### src/rtl/gpip_pkg.sv
// Shared types, widths and constants for the ground point to image projection block.
// Used by gpip_front, gpip_div, gpip_back and the top level; depends on nothing.
`default_nettype none

package gpip_pkg;

   // Port field widths
   localparam int CFG_W     = 16;
   localparam int REG_IDX_W = 3;
   localparam int IN_W      = 24;
   localparam int OUT_W     = 24;

   // Datapath widths
   localparam int DX_W       = 25;   // ground_fwd - camera_offset, also -ground_left
   localparam int DEPTH_W    = 42;   // depth and down, Q14 * 1/1024 m, signed
   localparam int DEP_W      = 41;   // depth as a positive divisor
   localparam int DOWN_SPLIT = 21;   // low slice of down for the split row product
   localparam int NUM_W      = 59;   // signed dividends
   localparam int REM_W      = 59;   // dividend magnitude plus half divisor
   localparam int QUO_W      = 25;   // quotient bits kept; larger quotients saturate
   localparam int CMP_W      = DEP_W + QUO_W;
   localparam int SUM_W      = 27;   // center plus signed quotient
   localparam int Q14_SHIFT  = 14;

   localparam int LANES    = 2;
   localparam int LANE_COL = 0;
   localparam int LANE_ROW = 1;

   localparam int Q14_ONE         = 16384;
   localparam int MIN_DEPTH_UNITS = 1;

   localparam logic signed [SUM_W-1:0] SAT_MAX = SUM_W'(8388607);
   localparam logic signed [SUM_W-1:0] SAT_MIN = SUM_W'(-8388608);

   typedef enum logic [REG_IDX_W-1:0] {
      REG_PITCH_SIN     = 3'd0,
      REG_PITCH_COS     = 3'd1,
      REG_FOCAL_X       = 3'd2,
      REG_FOCAL_Y       = 3'd3,
      REG_CENTER_X      = 3'd4,
      REG_CENTER_Y      = 3'd5,
      REG_CAMERA_HEIGHT = 3'd6,
      REG_CAMERA_OFFSET = 3'd7
   } reg_idx_type;

   typedef struct packed {
      logic signed [CFG_W-1:0] pitch_sin;
      logic signed [CFG_W-1:0] pitch_cos;
      logic [CFG_W-1:0]        focal_x;
      logic [CFG_W-1:0]        focal_y;
      logic [CFG_W-1:0]        center_x;
      logic [CFG_W-1:0]        center_y;
      logic [CFG_W-1:0]        camera_height;
      logic signed [CFG_W-1:0] camera_offset;
   } cfg_type;

   localparam cfg_type CFG_RESET = '{
      pitch_sin:     16'sd0,
      pitch_cos:     16'sd16384,
      focal_x:       16'd16000,
      focal_y:       16'd16000,
      center_x:      16'd5120,
      center_y:      16'd3840,
      camera_height: 16'd1024,
      camera_offset: 16'sd0
   };

   // Sideband that travels with each point through the divider
   typedef struct packed {
      logic              ok;
      logic [LANES-1:0]  neg;
      logic [DEP_W-1:0]  den;
   } div_side_type;

endpackage

`default_nettype wire

### src/rtl/gpip_back.sv
// Output stage: apply sign, add principal point, saturate to 24 bits, register result.
// Drives the result channel registers; depends on gpip_pkg.
`default_nettype none

module gpip_back (
   input  logic                                              clock,
   input  logic                                              reset,
   input  logic                                              advance,
   input  gpip_pkg::cfg_type                                 cfg,
   input  logic                                              in_valid,
   input  gpip_pkg::div_side_type                            in_side,
   input  logic [gpip_pkg::LANES-1:0][gpip_pkg::QUO_W-1:0]   in_quo,
   input  logic [gpip_pkg::LANES-1:0]                        in_ovf,
   output logic                                              out_valid,
   output logic [gpip_pkg::OUT_W-1:0]                        out_col,
   output logic [gpip_pkg::OUT_W-1:0]                        out_row,
   output logic                                              out_ok
);
   import gpip_pkg::*;

   logic                    valid_ff;
   logic [OUT_W-1:0]        col_ff, col_in;
   logic [OUT_W-1:0]        row_ff, row_in;
   logic                    ok_ff;

   logic [QUO_W-1:0]        qc     [LANES];
   logic [CFG_W-1:0]        center [LANES];
   logic signed [SUM_W-1:0] sum    [LANES];
   logic [OUT_W-1:0]        pix    [LANES];

   always_comb begin
      center[LANE_COL] = cfg.center_x;
      center[LANE_ROW] = cfg.center_y;
      for (int l = 0; l < LANES; l++) begin
         // a quotient that does not fit saturates the sum either way
         qc[l]  = in_ovf[l] ? '1 : in_quo[l];
         sum[l] = in_side.neg[l] ? $signed(SUM_W'(center[l])) - $signed(SUM_W'(qc[l]))
                                 : $signed(SUM_W'(center[l])) + $signed(SUM_W'(qc[l]));
         if (!in_side.ok) begin
            pix[l] = '0;
         end else if (sum[l] > SAT_MAX) begin
            pix[l] = SAT_MAX[OUT_W-1:0];
         end else if (sum[l] < SAT_MIN) begin
            pix[l] = SAT_MIN[OUT_W-1:0];
         end else begin
            pix[l] = sum[l][OUT_W-1:0];
         end
      end
      col_in = pix[LANE_COL];
      row_in = pix[LANE_ROW];
   end

   always_ff @(posedge clock) begin
      if (reset) begin
         valid_ff <= 1'b0;
      end else if (advance) begin
         valid_ff <= in_valid;
      end
   end

   always_ff @(posedge clock) begin
      if (advance) begin
         col_ff <= col_in;
         row_ff <= row_in;
         ok_ff  <= in_side.ok;
      end
   end

   assign out_valid = valid_ff;
   assign out_col   = col_ff;
   assign out_row   = row_ff;
   assign out_ok    = ok_ff;

endmodule

`default_nettype wire

### config.mk
export PLATFORM = sky130hd
export DESIGN_NAME = gpip_back
export DESIGN_NICKNAME = d
export VERILOG_FILES = /design/src/rtl/gpip_pkg.sv /design/src/rtl/gpip_back.sv
export SDC_FILE = /design/constraint.sdc
export NUM_CORES = 1
export LEC_CHECK = 0
export BUFFER_PORTS_ARGS = -buffer_cell sky130_fd_sc_hd__buf_2
export CAP_MARGIN = 20
export CORE_ASPECT_RATIO = 1.75
export CORE_MARGIN = 8
export CORE_UTILIZATION = 50
export CTS_CLUSTER_DIAMETER = 60
export DETAILED_ROUTE_END_ITERATION = 6
export PLACE_DENSITY = 0.88
export SYNTH_ARGS = -nofsm -noshare
export SYNTH_HDL_FRONTEND = slang
export SYNTH_SLANG_ARGS = --single-unit
### constraint.sdc
create_clock -name clock -period 4.4 [get_ports clock]
set_input_delay 0.44 -clock clock [delete_from_list [all_inputs] [get_ports clock]]
set_output_delay 0.44 -clock clock [all_outputs]
set_load 0.01 [all_outputs]
Word level (Yosys, flattened, before mapping)
Index checks and enable logic that the tools add are counted.
{"block": "word_totals", "out_inout_bits": 50, "wordCells": 25, "reg_bits": 50}
{"block": "op_classes", "n_mux": 8, "n_lt_le_gt_ge": 4, "add_sub_neg": 4, "bitwise": 1, "n_reduce_logical": 2}
{"cell": "27-bit by 24-bit greater-than comparator with 1-bit output, second input constant", "n": 2}
{"cell": "27-bit by 24-bit < comparator with 1-bit output, second input constant", "n": 2}
{"cell": "27-bit two-way mux", "n": 2}
{"cell": "16-bit by 25-bit adder with 26-bit output", "n": 2}
{"cell": "16-bit by 25-bit subtractor with 26-bit output", "n": 2}
{"cell": "25-bit two-way mux", "n": 2}
{"cell": "24-bit two-way mux", "n": 2}
{"cell": "23-bit two-way mux", "n": 2}
{"cell": "2-bit OR reduction", "n": 2}
{"cell": "1-bit NOT", "n": 1}

Longest topological paths before layout
Gate-level depths: netlist (run 1).
{"block": "depth", "ltp_word": 6, "depth_mapped": 16, "depth_no_buf": 12}

Least setup slack after synthesis (run 1)
OpenSTA, ideal clock, no wires.
{"block": "synth_path", "path_type": "in2reg", "from": "in in_ovf[0] (netlist name)", "to": "reg col_ff[19] (netlist: out_col[19]), data pin", "t_arrival_ps": 3798, "setup_ps": 254, "setup_slack_ps": 349, "stages": 16, "path_cell_list": "buf_6 -> clkbuf_1 -> clkbuf_1 -> or2_2 -> ha_1 -> fa_1 -> a211oi_1 -> o21ai_1 -> o31a_1 -> a311oi_2 -> o211ai_2 -> a22oi_2 -> xnor2_1 -> a31oi_4 -> buf_6 -> a21o_1"}
{"block": "synth_via", "elab_chain_len": 6, "elab_cells_between_ends": 8, "classes_between": "add/sub (2); order compare (2); mux (4)"}
{"element": "start, declared", "line": "gpip_back.sv:13", "rtl": "input logic [gpip_pkg::LANES-1:0] in_ovf,"}
{"element": "25-bit two-way mux *", "line": "gpip_back.sv:36", "rtl": "qc[l] = in_ovf[l] ? '1 : in_quo[l];"}
{"element": "16-bit by 25-bit adder with 26-bit output / 16-bit by 25-bit subtractor with 26-bit output (equally long branches)", "line": "gpip_back.sv:38, gpip_back.sv:37"}
{"element": "27-bit two-way mux *", "line": "gpip_back.sv:37", "rtl": "sum[l] = in_side.neg[l] ? $signed(SUM_W'(center[l])) - $signed(SUM_W'(qc[l]))"}
{"element": "27-bit by 24-bit < comparator with 1-bit output", "line": "gpip_back.sv:43", "rtl": "end else if (sum[l] < SAT_MIN) begin"}
{"element": "24-bit two-way mux", "line": "gpip_back.sv:43"}
{"element": "23-bit two-way mux *", "line": "gpip_back.sv:41", "rtl": "end else if (sum[l] > SAT_MAX) begin"}
{"element": "end signal, assigned", "line": "gpip_back.sv:63", "rtl": "col_ff <= col_in;"}
{"element": "end, declared", "line": "gpip_back.sv:22", "rtl": "logic [OUT_W-1:0] col_ff, col_in;"}
Mark *: on every way between the ends. The rest lies on a longest branch, timed or not.
A chain may end at the register's enable or synchronous reset.

Worst setup path after layout (run 1)
{"block": "layout_path", "from": "in in_ovf[1] (netlist name)", "to": "reg row_ff[2] (netlist: out_row[2]), data pin"}
{"block": "layout_via", "elab_chain_len": 6, "elab_cells_between_ends": 8, "classes_between": "add/sub (2); order compare (2); mux (4)"}
{"element": "25-bit two-way mux *", "line": "gpip_back.sv:36"}
{"element": "16-bit by 25-bit adder with 26-bit output / 16-bit by 25-bit subtractor with 26-bit output (equally long branches)", "line": "gpip_back.sv:38, gpip_back.sv:37"}
{"element": "27-bit two-way mux *", "line": "gpip_back.sv:37"}
{"element": "27-bit by 24-bit < comparator with 1-bit output", "line": "gpip_back.sv:43"}
{"element": "24-bit two-way mux", "line": "gpip_back.sv:43"}
{"element": "23-bit two-way mux *", "line": "gpip_back.sv:41"}
{"element": "end signal, assigned", "line": "gpip_back.sv:64", "rtl": "row_ff <= row_in;"}
{"element": "end, declared", "line": "gpip_back.sv:23", "rtl": "logic [OUT_W-1:0] row_ff, row_in;"}
Marked as above.

==> run summary, run 1 <==
• **worst rel slew slack** 47.9%
• **# port buffers** 140
• **post-detailed-routing wire length** 19.2 mm
• **cell count after synthesis** 792
• **number of antenna violations at the first check in global routing** 0
• **worst slack after detailed placement** 0.267 ns
• **number of vias after detailed routing** 6,411
• **Final Core Density** 58.2%
• **cell area after layout** 7490 sq um
• **worst-path cell chain** buf_2, or2_2, ha_1, a211oi_1, o21a_1, a211oi_2, a211oi_1, nor2b_1, a2111oi_0, a311oi_1, a21oi_2, buf_4, o31ai_1
• **register area** 1490 sq um
• **sequential share of the synthesized area** 22.8%
• **Hold Fails Final Rpt** 0
• **global-route met1 utilization** 21.4%
• **share of power burned in the clock network** 21.9%
• **root buf cell** sky130_fd_sc_hd__clkbuf_16
• **Max-cap violations** 0
• **critical path start-end classification** in -> reg
• **combinational power share** 45.0%
• **achievable frequency** 256 MHz
• **required time of the worst setup path** 4.51 ns
• **fraction of post-synthesis cell area in the top cell type by area** 22.5%
• **clock period minus final worst setup slack** 3.91 ns
• **top-count cell post-synth** sky130_fd_sc_hd__ha_1
• **filler instances** 1,157
• **combined area of the multi-input logic cells** 4520 sq um
• **accumulated negative setup slack** 0 ns
• **number of diodes added for antenna fixing** 0
• **clock skew** 0 ns
• **Post-synth ARST share** 0%
• **maximum clock path buffer count** 2
• **Critical Path Source Type** primary input
• **remaining global-route overflow** 0
• **total nets after synthesis** 1,095
• **cell area after technology mapping** 6540 sq um
• **data arrival time of the critical path** 4.02 ns
• **worst hold path type** in -> reg
• **Mapped Avg Cell Area** 8.26 sq um
• **post-detailed-route DRC marker count** 0
• **switching share of total power** 36.6%
• **clock insertion delay at the later pin of the skew report** 0.29 ns
• **post-place instance area** 7340 sq um
• **number of nets with antenna violations after routing** 0
• **routability congestion estimate from global placement** 0.928
• **worst-margin pin slew** 0.781 ns
• **EDFF count, synth** 49
• **worst-case vdd ir drop** 0.141 mV
• **via count of the first global-routing pass** 6,407
• **H-tree depth** 2
• **Synth area leaders** sky130_fd_sc_hd__edfxtp_1 (22%), sky130_fd_sc_hd__ha_1 (14%), sky130_fd_sc_hd__a21oi_1 (5.4%)
• **starting density of the core** 50.8%
• **Hold Buf Count CTS** 0
• **top cells by count, synth** sky130_fd_sc_hd__ha_1 (71), sky130_fd_sc_hd__a21oi_1 (70), sky130_fd_sc_hd__inv_1 (68)
• **number of distinct library cells after synthesis** 86
• **P_leak** 3.57 nW
• **GRT met2 Usage** 42.7%
• **pin count of the biggest net entering global routing** 51
• **cell repeated most along the worst path** sky130_fd_sc_hd__a211oi_1
• **standard-cell rows** 55
• **count of buffers added by post-CTS timing repair for setup** 0
• **ratio of cells with drive above 1 in the final layout** 24.4%
• **die area** 17,100 sq um
• **Seq pwr share** 33.2%
• **count of clock tree sinks** 50
• **clk slew on worst S/H paths** 0.07 ns
• **result of the run** complete, no violations
• **dpl hpwl** 15.5 mm
• **final worst path period share** 88.9%
• **ratio of total power to cell area** 244 nW/um^2
• **post-synthesis to final-layout area growth** 14.6%
• **biggest fanout along the worst timing path** 20
• **Primary FF master, synth** sky130_fd_sc_hd__edfxtp_1
• **horizontal die dimension** 102 microns
• **CTS buffer count** 5
• **vertical die dimension** 167 microns
• **total of cells resized after clock tree synthesis** 0
• **cell type with the largest total area after synthesis** sky130_fd_sc_hd__edfxtp_1
• **Synth Warn #** 0
• **type of destination of the critical path** register
• **layout net count** 1,220
• **worst-path cell with the longest stage delay** sky130_fd_sc_hd__or2_2
• **number of failing setup endpoints in the final timing report** 0
• **DR iter-0 viols** 294
• **CP peak stage delay** 0.39 ns
• **cell-internal power** 1.16 mW
• **register bit count reported by yosys** 50
• **global routing's busiest layer** met2
• **global-route wire length before repair** 30.2 mm
• **clock tree from TritonCTS** built
• **via density per instance** 5.89
• **switching power** 0.670 mW
• **wire per inst** 17.6 microns
• **Detailed Routing Iterations Pass 1** 5
• **Placeable Area** 12,900 sq um
• **Final Max Tran Viols** 0
• **Global Route met3 Usage** 2.95%
• **Total Routing Usage GR** 21.9%
• **io pins** 278
• **unrepaired setup endpoints after global routing** no
• **worst setup margin** 0.490 ns
## placed cells by master (no fill, tap or decap), types with 7 or more instances in the layout
cell type,count
sky130_fd_sc_hd__buf_2,140
sky130_fd_sc_hd__ha_1,71
sky130_fd_sc_hd__a21oi_1,69
sky130_fd_sc_hd__inv_1,68
sky130_fd_sc_hd__nor2_1,63
sky130_fd_sc_hd__edfxtp_1,49
sky130_fd_sc_hd__o21ai_0,39
sky130_fd_sc_hd__or2_2,34
sky130_fd_sc_hd__a21o_1,33
sky130_fd_sc_hd__xnor2_1,31
sky130_fd_sc_hd__nand2_1,28
sky130_fd_sc_hd__o31ai_1,25
sky130_fd_sc_hd__buf_4,19
sky130_fd_sc_hd__o21ai_1,14
sky130_fd_sc_hd__nor3_1,13
sky130_fd_sc_hd__nand2b_1,12
sky130_fd_sc_hd__nand3_1,12
sky130_fd_sc_hd__o21bai_1,12
sky130_fd_sc_hd__nor2b_1,11
sky130_fd_sc_hd__a211oi_1,11
sky130_fd_sc_hd__o211ai_1,10
sky130_fd_sc_hd__a31oi_1,10
sky130_fd_sc_hd__mux2i_1,9
sky130_fd_sc_hd__or3_1,8
sky130_fd_sc_hd__xor2_1,8
sky130_fd_sc_hd__or4_1,7
sky130_fd_sc_hd__nand4_1,7
## layer usage
metal	wire, microns	part of all wire [%]
met1	6740	35
met2	10400	54
met3	1310	6.8
met4	743	3.9
met5	0	0
## through the flow
stage          power [mW]  hold WS, ns  std cells
2_1_floorplan        1.17        0.512        792
3_3_place_gp         1.41        0.469       1081
3_5_place_dp         1.43        0.482       1081
4_1_cts              1.84        0.283       1089
5_1_grt              1.94        0.301       1089
6_report             1.83        0.293       1089
## final cells by class
type                    count  area share, %
multi-input cells         628           60.4
repair buffers            159           11.3
clock buffers               7           1.90
flip-flops and latches     50           19.9
well taps                 171           2.86
inverters                  73           3.66
clock inverters             1         0.0668
## critical path, delay by kind of cell
kind            cells  cell delay, ns
compound gates      8            2.03
fa+ha+maj           1            0.32
buf+inv             2            0.43
simple gates        2            0.78
## registers in the layout, indices dropped and copies added (netlist names)
name and cells:
out_col 24, out_row 24, out_ok 1, out_valid 1
## cells by family (layout without fill, tap and decap cells)
kind of cell / after synthesis / in the layout / synth area share (%)
xor+xnor: 40 / 40 / 5.47
buf+inv: 114 / 240 / 8.11
mux: 10 / 10 / 1.61
compound gates: 287 / 287 / 30.0
simple gates: 216 / 216 / 17.2
fa+ha+maj: 75 / 75 / 14.8
flops: 50 / 50 / 22.8
## worst paths after layout
path	startpoint	to	slack, ns	depth (start not counted)
worst max register to register	out_valid	out_valid	3.82	2
worst min-delay path	reset	out_valid	0.29	2
worst max-delay path	in_ovf[1]	out_row[2]	0.49	13
worst min register to register	out_valid	out_valid	0.50	2
## power groups by stage
stage,Combinational (mW),Sequential (mW),Clock (mW)
after detailed placement,0.813,0.617,0
after global routing,0.901,0.612,0.423
final,0.823,0.607,0.400
after global placement,0.797,0.617,0
after CTS,0.817,0.608,0.411
after floorplan,0.526,0.648,0
Power figures use the tool's default switching activity.
==> run 2, diff against run 1 <==
ABC_AREA = 1   (was default)
CORE_UTILIZATION = 52   (was 50)
==> run 2 against run 1 <==
Compared with the run above: combinational power increased by 12%; count of clock-buffer cells in the layout is the same; global-route usage is 4.6 points higher; clock skew did not move; cell count rose by 39%; largest power group unchanged.
==> run summary, run 2 <==
• **dpl hpwl** 21.5 mm
• **fraction of post-synthesis cell area in the top cell type by area** 19.2%
• **count of buffers added by post-CTS timing repair for setup** 0
• **unrepaired setup endpoints after global routing** no
• **worst reg2reg endpoint** out_valid
• **worst rel slew slack** 28.7%
• **P_leak** 4.48 nW
• **sequential share of the synthesized area** 19.5%
• **required time of the worst setup path** 4.42 ns
• **worst-path cell chain** buf_2, or2_2, ha_1, fa_1, o21ai_0, nand2_1, nand2_1, nand2_1, nand2_1, nand2_1, nand3_1, nand2_1, nor2_1, nand2_1, nand3_2, nand2_1
• **global-route met1 utilization** 24.5%
• **worst-path cell with the longest stage delay** sky130_fd_sc_hd__fa_1
• **data arrival time of the critical path** 3.71 ns
• **top-count cell post-synth** sky130_fd_sc_hd__nand2_1
• **CTS buffer count** 5
• **most frequent cells in the layout** sky130_fd_sc_hd__nand2_1 (362), sky130_fd_sc_hd__inv_1 (172), sky130_fd_sc_hd__buf_2 (140)
• **root buf cell** sky130_fd_sc_hd__clkbuf_16
• **routability congestion estimate from global placement** 1.01
• **count of clock tree sinks** 50
• **number of antenna violations at the first check in global routing** 0
• **Critical Path End** out_row[15]
• **layout net count** 1,638
• **EDFF count, synth** 49
• **global-route wire length before repair** 39.9 mm
• **global routing's busiest layer** met2
• **post-detailed-route DRC marker count** 0
• **worst-case vdd ir drop** 0.208 mV
• **pin count of the biggest net entering global routing** 51
• **Non-Filler Instances** 1,516
• **# port buffers** 140
• **Mapped Avg Cell Area** 6.29 sq um
• **register bit count reported by yosys** 50
• **cell area after layout** 8570 sq um
• **Critical Path Source Type** primary input
• **critical path start-end classification** in -> reg
• **clock tree from TritonCTS** built
• **worst-margin pin slew** 1.07 ns
• **Max-cap violations** 0
• **maximum clock path buffer count** 2
• **Detailed Routing Iterations Pass 1** 5
• **starting density of the core** 53.3%
• **number of vias after detailed routing** 8,223
• **worst hold path type** in -> reg
• **most common library cell in the layout ignoring fill and taps** sky130_fd_sc_hd__nand2_1
• **Global Route met3 Usage** 2.30%
• **Synth Warn #** 0
• **ratio of cells with drive above 1 in the final layout** 18.3%
• **horizontal die dimension** 108 microns
• **post-synthesis to final-layout area growth** 12.0%
• **via density per instance** 5.42
• **Synth area leaders** sky130_fd_sc_hd__edfxtp_1 (19%), sky130_fd_sc_hd__nand2_1 (18%), sky130_fd_sc_hd__ha_1 (12%)
• **clock insertion delay at the later pin of the skew report** 0.29 ns
• **startpoint of the worst setup timing path** in_ovf[1]
• **register-to-register path setup slack** 3.82 ns
• **DR iter-0 viols** 445
• **standard-cell rows** 58
• **vertical die dimension** 176 microns
• **number of distinct library cells after synthesis** 51
• **total nets after synthesis** 1,519
• **clk slew on worst S/H paths** 0.07 ns
• **type of destination of the critical path** register
• **cell type with the largest total area after synthesis** sky130_fd_sc_hd__edfxtp_1
• **post-place instance area** 8390 sq um
• **wire per inst** 16.7 microns
• **via count of the first global-routing pass** 8,196
• **Final Core Density** 59.7%
• **total power consumption of the routed design** 1.95 mW
• **accumulated negative setup slack** 0 ns
• **cell area after technology mapping** 7650 sq um
• **biggest fanout along the worst timing path** 22
• **Reg2Reg Launch Point** out_valid
• **remaining global-route overflow** 0
• **H-tree depth** 2
• **Final Max Tran Viols** 0
• **Primary FF master, synth** sky130_fd_sc_hd__edfxtp_1
• **Post-synth ARST share** 0%
• **number of failing setup endpoints in the final timing report** 0
• **Hold Buf Count CTS** 0
• **die area** 19,000 sq um
• **clock skew** 0 ns
• **io pins** 278
• **CP peak stage delay** 0.41 ns
• **result of the run** complete, no violations
• **post-detailed-routing wire length** 25.3 mm
• **total of cells resized after clock tree synthesis** 0
• **GRT met2 Usage** 51.5%
• **Hold Fails Final Rpt** 0
• **cell count after synthesis** 1,216
• **clock period minus final worst setup slack** 3.69 ns
• **cell repeated most along the worst path** sky130_fd_sc_hd__nand2_1
• **achievable frequency** 271 MHz
• **ratio of total power to cell area** 227 nW/um^2
• **count of cells along the worst register-to-register path** 2
• **Placed Cells** 1,507
• **final worst path period share** 83.9%
• **number of diodes added for antenna fixing** 0
• **Placeable Area** 14,400 sq um
• **Total Routing Usage GR** 26.4%
• **number of nets with antenna violations after routing** 0
• **top cells by count, synth** sky130_fd_sc_hd__nand2_1 (362), sky130_fd_sc_hd__inv_1 (172), sky130_fd_sc_hd__nor2_1 (118)
==> run 2: cell count changes after synthesis, sizes merged, moves of 26 or more <==
cell	previous run	this run
inv	73	181
or2	38	9
nor2	63	140
xnor2	32	6
nand3	12	85
a21o	33	3
nand2	28	384
==> run 2: worst min path at each step <==
stage	start	endpoint	slack (ns)	cells past startpoint
after floorplan	reset	out_valid	0.51	1
after global placement	out_valid	out_valid	0.47	2
after detailed placement	out_valid	out_valid	0.49	2
after CTS	reset	out_valid	0.29	2
after global routing	reset	out_valid	0.29	2
final	reset	out_valid	0.29	2
==> run 2: critical path: cells and delay by family <==
family                     cells  cell delay [ns]
AOI/OAI and AO/OA              1             0.38
adders and majority gates      2             0.63
buffers and inverters          1             0.27
and+or+nand+nor               12             1.97
==> run 2: per-layer routing <==
layer / part of all wire (%) / routed length (microns) / vias to the layer above
met2: 54 / 13700 / 290
met4: 7.4 / 1870 / 0
met5: 0 / 0 / -
li1: - / - / 4127
met1: 34 / 8730 / 3714
met3: 4.2 / 1060 / 92
==> run 2: per-stage QoR <==
step / hold slack, ns / setup WS (ns)
final: 0.289 / 0.710
after global routing: 0.289 / 0.619
after CTS: 0.289 / 0.795
after detailed placement: 0.486 / 0.507
after global placement: 0.466 / 0.566
after floorplan: 0.512 / 1.35
==> run 2: cell families after synthesis <==
group / synth area share (%)
AND/OR/NAND/NOR: 39.4
buffers and inverters: 12.0
AO/OA/AOI/OAI: 13.3
adder cells (fa/ha/maj): 12.7
flip-flops: 19.5
XOR/XNOR: 2.86
multiplexers: 0.262
==> run 2: layout make-up <==
class,count,area (sq um)
clock buffers,7,153
inverters,182,683
multi-input cells,949,5250
repair buffers,147,766
well taps,180,225
flip-flops and latches,50,1490
fillers,1466,5800
clock inverters,1,8.76
==> run 2: power breakdown <==
group          switching [mW]  internal, mW
Combinational           0.606         0.311
Sequential             0.0190         0.586
Clock                   0.180         0.243
==> run 3, diff against run 2 <==
ABC_AREA = 0   (was 1)
CORE_UTILIZATION = 45   (was 52)
PLACE_DENSITY = 0.84   (was 0.88)
clock period = 3.05 ns   (was 4.4 ns; I/O delays follow)
==> run 3 against run 2 <==
Compared with the run above: first-iteration DRC count rose by 31%; die area fell by 1.1%; sequential share of layout area decreased by 2.9 points; largest power group unchanged; setup slack got worse by 1.0 ns; global-route usage rose by 2.3 points; final area up 20%; register-to-register slack got worse by 1.4 ns; highest routed layer unchanged; via count is 2.4% lower; utilization rose by 13 points; the flow now finishes with violations (design-rule violations, negative setup slack); routed wire length increased by 15%.
==> run summary, run 3 (synthesized netlist as in run 1, its figures left out) <==
• **die area** 18,800 sq um
• **routability congestion estimate from global placement** 1.03
• **number of antenna violations at the first check in global routing** 0
• **count of cells along the worst register-to-register path** 2
• **worst-margin pin slew** 0.683 ns
• **share of power burned in the clock network** 17.1%
• **final worst path period share** 110%
• **via density per instance** 6.13
• **Total Routing Usage GR** 28.7%
• **switching share of total power** 38.1%
• **P_leak** 4.83 nW
• **violations in the final reports** design-rule violations, negative setup slack
• **Final Core Density** 72.2%
• **clock period minus final worst setup slack** 3.34 ns
• **via count of the first global-routing pass** 8,495
• **number of diodes added for antenna fixing** 0
• **post-detailed-route DRC marker count** 2
• **cell-internal power** 2.09 mW
• **wire per inst** 22.2 microns
• **Min-Delay Path Depth** 2
• **biggest fanout along the worst timing path** 7
• **required time of the worst setup path** 3.16 ns
• **worst-case vdd ir drop** 0.256 mV
• **ratio of cells with drive above 1 in the final layout** 48.0%
• **worst rel slew slack** 54.5%
• **DR iter-0 viols** 583
• **worst reg2reg endpoint** out_valid
• **number of failing setup endpoints in the final timing report** 46
• **max layer used** met4
• **horizontal die dimension** 107 microns
• **unrepaired setup endpoints after global routing** yes
• **type of destination of the critical path** register
• **dpl hpwl** 19.0 mm
• **WL met2** 15.4 mm
• **combinational power share** 56.7%
• **clk slew on worst S/H paths** 0.07 ns
• **routed length on met1** 9.30 mm
• **post-synthesis to final-layout area growth** 57.8%
• **ratio of total power to cell area** 327 nW/um^2
• **most common library cell in the layout ignoring fill and taps** sky130_fd_sc_hd__buf_4
• **number of nets with antenna violations after routing** 0
• **total power consumption of the routed design** 3.37 mW
• **CTS buffer count** 5
• **startpoint of the worst setup timing path** in_ovf[1]
• **critical path start-end classification** in -> reg
• **switching power** 1.28 mW
• **register-to-register path setup slack** 2.46 ns
• **clock skew** 0 ns
• **Critical Path End** out_row[3]
• **remaining global-route overflow** 0
• **Seq pwr share** 26.2%
• **vertical die dimension** 175 microns
• **most frequent cells in the layout** sky130_fd_sc_hd__buf_4 (206), sky130_fd_sc_hd__buf_2 (136), sky130_fd_sc_hd__inv_1 (65)
• **data arrival time of the critical path** 3.45 ns
• **worst setup margin** -0.293 ns
• **Critical Path Source Type** primary input
• **post-detailed-routing wire length** 29.0 mm
• **maximum clock path buffer count** 2
• **number of vias after detailed routing** 8,028
• **Reg2Reg Launch Point** out_valid
• **launch instance of the worst min-delay path** reset
• **Hold Fails Final Rpt** 0
• **result of the run** finished with violations
• **layout net count** 1,431
• **clock tree from TritonCTS** built
• **Final Max Tran Viols** 0
• **H-tree depth** 2
• **global-route wire length before repair** 43.0 mm
• **Max-cap violations** 0
• **Placeable Area** 14,300 sq um
• **clock insertion delay at the later pin of the skew report** 0.29 ns
• **io pins** 278
• **final worst hold slack** 0.161 ns
• **Hold Buf Count CTS** 0
• **pin count of the biggest net entering global routing** 29
• **standard-cell rows** 58
• **met3 WL** 2.10 mm
• **root buf cell** sky130_fd_sc_hd__clkbuf_16
• **achievable frequency** 299 MHz
• **starting density of the core** 45.7%
• **worst hold path type** in -> reg
• **# port buffers** 140
• **count of clock tree sinks** 50
• **Detailed Routing Iterations Pass 1** 7
-- run 3: how the worst min path moves through the flow --
stage / end
2_1_floorplan: out_valid
3_3_place_gp: out_valid
3_5_place_dp: out_valid
4_1_cts: out_valid
5_1_grt: out_valid
6_report: out_valid
-- run 3: through the flow --
| step | setup WS [ns] | cell area (sq um) | instances | setup TNS [ns] |
|---|---|---|---|---|
| detailed placement | -0.672 | 8770 | 1253 | -27.83 |
| finish | -0.293 | 10300 | 1309 | -10.86 |
| floorplan | -0.638 | 6840 | 792 | -22.50 |
| global placement | -0.561 | 8770 | 1253 | -24.09 |
| global route | -0.350 | 10300 | 1309 | -14.11 |
| CTS | -0.101 | 10000 | 1298 | -2.62 |
-- run 3: timing repair --
item | CTS | global route
gates cloned | 9 | 0
pin swaps | 62 | 38
resized for setup | 148 | 38
endpoints found under the setup margin | 46 | 46
setup buffers | 28 | 11
-- run 3: power groups by stage --
stage               logic [mW]  clock network [mW]  registers, mW
global route              2.02               0.609          0.888
global placement          1.45                   0          0.893
CTS                       1.74               0.579          0.881
finish                    1.91               0.578          0.883
floorplan                0.815                   0          0.935
detailed placement        1.48                   0          0.893
-- run 3: metal layers --
metal | vias up | global-route usage [%]
met4 | 0 | 19.0
li1 | 3575 | -
met5 | - | 0
met2 | 519 | 54.7
met1 | 3738 | 26.7
met3 | 196 | 4.88
-- run 3: final cells by class --
type	instances	area [sq um]
tap	180	225
fill	923	3980
clock buffer	7	143
inverter	73	279
sequential	50	1490
multi-input combinational	631	5580
clock inverter	1	5.00
timing repair buffer	367	2600
-- run 3: worst max-delay path, cell delays in order --
cell and delay [ns]:
sky130_fd_sc_hd__buf_12 0.12, sky130_fd_sc_hd__buf_6 0.12, sky130_fd_sc_hd__or2_4 0.24, sky130_fd_sc_hd__ha_4 0.29, sky130_fd_sc_hd__inv_2 0.04, sky130_fd_sc_hd__buf_6 0.11
sky130_fd_sc_hd__a21o_1 0.21, sky130_fd_sc_hd__and3b_2 0.27, sky130_fd_sc_hd__a2bb2oi_4 0.20, sky130_fd_sc_hd__a41oi_4 0.17, sky130_fd_sc_hd__a211o_1 0.38, sky130_fd_sc_hd__a311oi_4 0.39
sky130_fd_sc_hd__o211ai_1 0.17, sky130_fd_sc_hd__buf_4 0.21, sky130_fd_sc_hd__buf_12 0.15, sky130_fd_sc_hd__o31ai_4 0.06
